===== src/rtl/ndmr_pkg.sv =====
package ndmr_pkg;

    // Header of a short MIME record: flags, type length, payload length, type.
    localparam int unsigned HDR_LEN  = 22;
    localparam int unsigned POS_W    = 5;
    localparam logic [POS_W-1:0] HDR_LAST   = POS_W'(HDR_LEN - 1);
    localparam logic [POS_W-1:0] HDR_PLEN   = POS_W'(2);
    localparam logic [7:0]       SR_MIME_HDR = 8'hD2;
    localparam logic [7:0]       MIME_TLEN   = 8'd19;
    localparam logic [15:0]      HDR_LEN_W   = 16'(HDR_LEN);
    localparam int unsigned FILL_W   = 11;

    typedef enum logic [1:0] {
        KIND_BYTE      = 2'd0,
        KIND_READ      = 2'd1,
        KIND_FIELD_ON  = 2'd2,
        KIND_FIELD_OFF = 2'd3
    } kind_t;

    typedef enum logic [1:0] {
        RD_OK    = 2'd0,
        RD_EMPTY = 2'd1,
        RD_LOST  = 2'd2
    } rd_status_t;

    typedef enum logic [1:0] {
        MODE_PASS    = 2'd0,
        MODE_HOLD    = 2'd1,
        MODE_PAYLOAD = 2'd2
    } msg_mode_t;

    typedef enum logic [1:0] {
        ST_IDLE,
        ST_FLUSH,
        ST_RESP
    } ctl_state_t;

    typedef struct packed {
        kind_t       kind;
        logic [7:0]  data_byte;
        logic [15:0] message_length;
        logic        first_of_message;
    } in_item_t;

    typedef struct packed {
        rd_status_t        read_status;
        logic [7:0]        read_data;
        logic [FILL_W-1:0] fill_level;
        logic [31:0]       bytes_received;
        logic [31:0]       overflow_total;
        logic [31:0]       records_decoded;
        logic [31:0]       field_losses;
        logic [31:0]       events_seen;
        logic              field_present;
    } out_item_t;

    // Request from the controller to the receive ring.
    typedef struct packed {
        logic       push;
        logic       pop;
        logic [7:0] push_byte;
    } ring_req_t;

    // Request from the controller to the header hold buffer.
    typedef struct packed {
        logic             wr_en;
        logic [POS_W-1:0] wr_pos;
        logic [7:0]       wr_byte;
        logic [15:0]      msg_len;
        logic [POS_W-1:0] rd_idx;
    } hold_req_t;

    // Expected header byte at each position; the payload length byte is free.
    function automatic logic [7:0] hdr_byte(input logic [POS_W-1:0] idx);
        logic [7:0] b;
        unique case (idx)
            5'd0:    b = SR_MIME_HDR;
            5'd1:    b = MIME_TLEN;
            5'd3:    b = 8'h61; // a
            5'd4:    b = 8'h70; // p
            5'd5:    b = 8'h70; // p
            5'd6:    b = 8'h6C; // l
            5'd7:    b = 8'h69; // i
            5'd8:    b = 8'h63; // c
            5'd9:    b = 8'h61; // a
            5'd10:   b = 8'h74; // t
            5'd11:   b = 8'h69; // i
            5'd12:   b = 8'h6F; // o
            5'd13:   b = 8'h6E; // n
            5'd14:   b = 8'h2F; // /
            5'd15:   b = 8'h78; // x
            5'd16:   b = 8'h2D; // -
            5'd17:   b = 8'h6D; // m
            5'd18:   b = 8'h6F; // o
            5'd19:   b = 8'h64; // d
            5'd20:   b = 8'h65; // e
            5'd21:   b = 8'h6D; // m
            default: b = 8'h00;
        endcase
        return b;
    endfunction

endpackage


===== src/rtl/ndmr_hdr_hold.sv =====
module ndmr_hdr_hold
    import ndmr_pkg::*;
(
    input  logic      aclk,
    input  hold_req_t req,
    output logic      hdr_ok,
    output logic [7:0] plen,
    output logic [7:0] rd_byte
);

    logic [7:0] hold_reg [HDR_LEN];
    logic       match_reg, match_next;
    logic [7:0] plen_reg;
    logic       byte_hit;
    logic [16:0] need_len;

    assign byte_hit = (req.wr_pos == HDR_PLEN) || (req.wr_byte == hdr_byte(req.wr_pos));

    // Running comparison against the fixed header, restarted at position zero.
    assign match_next = (req.wr_pos == '0) ? byte_hit : (match_reg && byte_hit);

    // The last header byte also checks that the payload fits in the message.
    assign need_len = 17'(HDR_LEN_W) + 17'(plen_reg);
    assign hdr_ok   = match_next && (need_len <= 17'(req.msg_len));
    assign plen     = plen_reg;
    assign rd_byte  = hold_reg[req.rd_idx];

    always_ff @(posedge aclk) begin
        if (req.wr_en) begin
            hold_reg[req.wr_pos] <= req.wr_byte;
            match_reg            <= match_next;
            if (req.wr_pos == HDR_PLEN) begin
                plen_reg <= req.wr_byte;
            end
        end
    end

endmodule


===== config.mk =====
export PLATFORM = sky130hd
export DESIGN_NAME = ndmr_hdr_hold
export DESIGN_NICKNAME = d
export VERILOG_FILES = /design/src/rtl/ndmr_pkg.sv /design/src/rtl/ndmr_hdr_hold.sv
export SDC_FILE = /design/constraint.sdc
export NUM_CORES = 1
export LEC_CHECK = 0
export BUFFER_PORTS_ARGS = -buffer_cell sky130_fd_sc_hd__buf_2
export CAP_MARGIN = 5
export CORE_ASPECT_RATIO = 1.1
export CORE_MARGIN = 2
export CORE_UTILIZATION = 37
export CTS_BUF_LIST = sky130_fd_sc_hd__clkbuf_8 sky130_fd_sc_hd__clkbuf_16
export DETAILED_ROUTE_END_ITERATION = 8
export PLACE_DENSITY_LB_ADDON = 0.08
export SYNTH_ARGS = -nofsm -noshare
export SYNTH_HDL_FRONTEND = slang
export SYNTH_SLANG_ARGS = --single-unit

===== constraint.sdc =====
create_clock -name aclk -period 2.7 [get_ports aclk]
set_input_delay 0.405 -clock aclk [delete_from_list [all_inputs] [get_ports aclk]]
set_output_delay 0.405 -clock aclk [all_outputs]
set_load 0.05 [all_outputs]

==> results.txt <==
status -> finished, violations left
failing checks -> negative setup slack
initial core utilization -> 37.7%
DRC -> 0
Worst Path Max Fanout -> 3
unrepaired setup endpoints after global routing -> true
ANT nets after route -> 0
clk_skew -> 0 ns
Clock Tree Root -> clkbuf_16
total CTS buffers -> 17
pwr dens -> 634 nW/um^2
vias in the first global route -> 4686
clk slew on worst S/H paths -> 0.06 ns
launching element type of the critical path -> register
logic gate share of total power -> 8.9%
Sw Ratio -> 21.9%
HPWL after DPL -> 13200 um
worst path required time -> 2.30 ns
placed cell count -> 836
highest clock rate -> 315 MHz
Core Area -> 21400 um^2
layout cells sized above 1 -> 35.5%
Setup TNS -> -0.477 ns
clock latency on the worst-skew pair -> 0.42 ns
Die Wd -> 145 um
Leak -> 3.43 nW
# fillers -> 1856
global-route wire length before repair -> 29000 um
slew margin rel. -> 65.2%
beginning of the worst hold path -> req[25]
Synth Instances -> 454
IR drop worst, VDD -> 0.407 mV
Max Cap Viol -> 0
area leader, netlist -> edfxtp_1
crit-path cells -> inv_2 > ha_4 > nor2b_4 > nor2_2 > xnor2_1 > ha_1 > a21o_1 > a21o_1 > a2111oi_4 > a211oi_2 > nor4_4 > buf_6
Via density -> 5.15
CP Buf/Inv Count -> 2
Crit path arrival time -> 2.77 ns
Initial DRC Count -> 346
Seq pwr share -> 51.5%
Syn. warnings -> 0
Pins Over Slew Limit -> 0
ant diodes -> 0
Avg Cell Area, Syn -> 17.7 um^2
P&R area growth vs syn -> 21.8%
Synth cell types -> 48
min Tclk post-route -> 3.18 ns
Synth Register Bits -> 185
Final Hold Viols -> 0
Die ar. -> 23000 um^2
max reg flops -> 176
synth top area cells -> edfxtp_1 69%, mux4_2 13%, ha_1 2.6%
largest net degree at the start of global routing -> 26
Slew @ Worst Pin -> 0.523 ns
Crit path top cell by count -> a21o_1
Crit. End Element -> primary output
DR vias -> 4466
initial antenna violation count -> 0
RR Startpoint -> match_reg
io pins -> 53
Detailed Route WL -> 19400 um
CP max stage cell -> edfxtp_1
Worst path top cell family by delay -> compound AO/OA/AOI/OAI gates
H-Tree Depth -> 4
GRT Total Usage -> 17.9%
post-synth top area share -> 69.0%
Worst Setup SP -> plen[2]
Clock power frac -> 39.6%
Async SR Flop Fraction -> 0%
Final Setup Violations -> 1
total power -> 6.22 mW
wire per inst -> 22.4 um
Worst Slack Setup Final -> -0.477 ns
gr ovfl total -> 0
num rows -> 56
critical path class -> register to primary output
die height -> 159 um
Net Switching -> 1.36 mW
Net Count, Synth -> 507
number of synthesized flops with an enable pin -> 185
Finished Layout Cells -> 867
Routability Congestion -> 0.863
drt first pass iters -> 4
Final Cycle Share -> 118%
clock buffer depth -> 2
internal power consumption -> 4.86 mW
CTS tree -> built
Worst Hold Class -> input pin to register
mapped cell area -> 8060 um^2
Max stage delay on crit path -> 0.44 ns
Hold Buf Count CTS -> 0
fin nets -> 619
post-synthesis sequential area ratio -> 69.0%
Port Buf Inserts -> 52
top_reg_cell synth -> edfxtp_1
clk sinks -> 185
## metrics by stage
step | util [%] | cell area [um^2] | setup slack (ns) | hold slack, ns
2_1_floorplan | - | 8100 | -0.637 | 0.504
3_3_place_gp | 43.0 | 9190 | -0.171 | 0.620
3_5_place_dp | 43.0 | 9190 | -0.257 | 0.658
4_1_cts | 45.9 | 9800 | -0.524 | 0.279
5_1_grt | 45.9 | 9810 | -0.672 | 0.284
6_report | 45.9 | 9810 | -0.477 | 0.292
## power by group through the flow
stage | Combinational [mW] | Clock, mW | Sequential [mW]
after floorplan | 0.311 | 0 | 3.27
after global placement | 0.558 | 0 | 3.26
after detailed placement | 0.563 | 0 | 3.26
after CTS | 0.566 | 2.51 | 3.20
after global routing | 0.602 | 2.62 | 3.20
final | 0.556 | 2.46 | 3.20
## cells by family after synthesis
group                      count (synthesis)  synth area share, %
adders and majority gates                 17                 2.64
buffers and inverters                     48                 2.56
xor gates and xnor gates                  11                 1.20
muxes                                     57                 14.5
and+or+nand+nor                           81                 5.40
AOI/OAI and AO/OA                         55                 4.71
DFF                                      185                 69.0
## final timing paths
kind / endpoint / slack [ns] / cells past startpoint
worst max register to register: match_reg / 1.76 / 2
worst max-delay path: hdr_ok / -0.48 / 12
worst min register to register: match_reg / 0.66 / 2
worst min-delay path: plen[4] / 0.29 / 1
## synthesized netlist by cell type, types with 2 or more instances
| master | number |
|---|---|
| edfxtp_1 | 185 |
| mux4_2 | 48 |
| inv_1 | 26 |
| nor2_1 | 18 |
| ha_1 | 17 |
| nand2_1 | 16 |
| and2_1 | 14 |
| o211ai_1 | 13 |
| clkbuf_1 | 10 |
| buf_2 | 9 |
| mux2i_1 | 9 |
| nor2b_1 | 9 |
| o21ai_0 | 9 |
| xnor2_1 | 8 |
| a21oi_1 | 7 |
| nor3_1 | 4 |
| o21ai_1 | 4 |
| nand3_1 | 3 |
| nor4b_1 | 3 |
| xor2_1 | 3 |
| a211oi_1 | 2 |
| a21o_1 | 2 |
| a221oi_1 | 2 |
| a31oi_1 | 2 |
| and3_1 | 2 |
| buf_6 | 2 |
| nand2b_1 | 2 |
| nand4_1 | 2 |
| nor4_1 | 2 |
| o221ai_1 | 2 |
| o31ai_1 | 2 |
## layer usage
metal	GRT usage (%)	wire length, um
met1	24.7	8770
met3	3.77	803
met5	0	0
met2	28.0	9410
met4	6.22	413
## cell type report
class / instances / area, um^2 / area share (%)
clock buffers: 17 / 425 / 4.34
clock inverters: 13 / 155 / 1.58
inverters: 26 / 97.6 / 0.995
multi-input cells: 221 / 2360 / 24.1
flip-flops and latches: 185 / 5560 / 56.6
well taps: 290 / 363 / 3.70
repair buffers: 115 / 855 / 8.71
## what timing repair did
item	in CTS	in global routing
resized for setup	7	3
hold endpoints to repair	0	0
endpoints found under the setup margin	1	1
pin swaps	6	0
buffers inserted	1	0
## placed cells by master, fill, tap and decap left out, types with 4 or more instances in the layout
cell,count
edfxtp_1,185
buf_4,55
buf_2,50
mux4_2,48
inv_1,24
nor2_1,17
clkbuf_16,17
nand2_1,16
ha_1,16
and2_1,14
o211ai_1,13
o21ai_1,10
mux2i_1,9
buf_12,9
nor2b_1,8
xnor2_1,8
a21oi_1,6
nor3_1,4
clkinv_2,4
No activity file was read; power rests on OpenSTA's default activity.
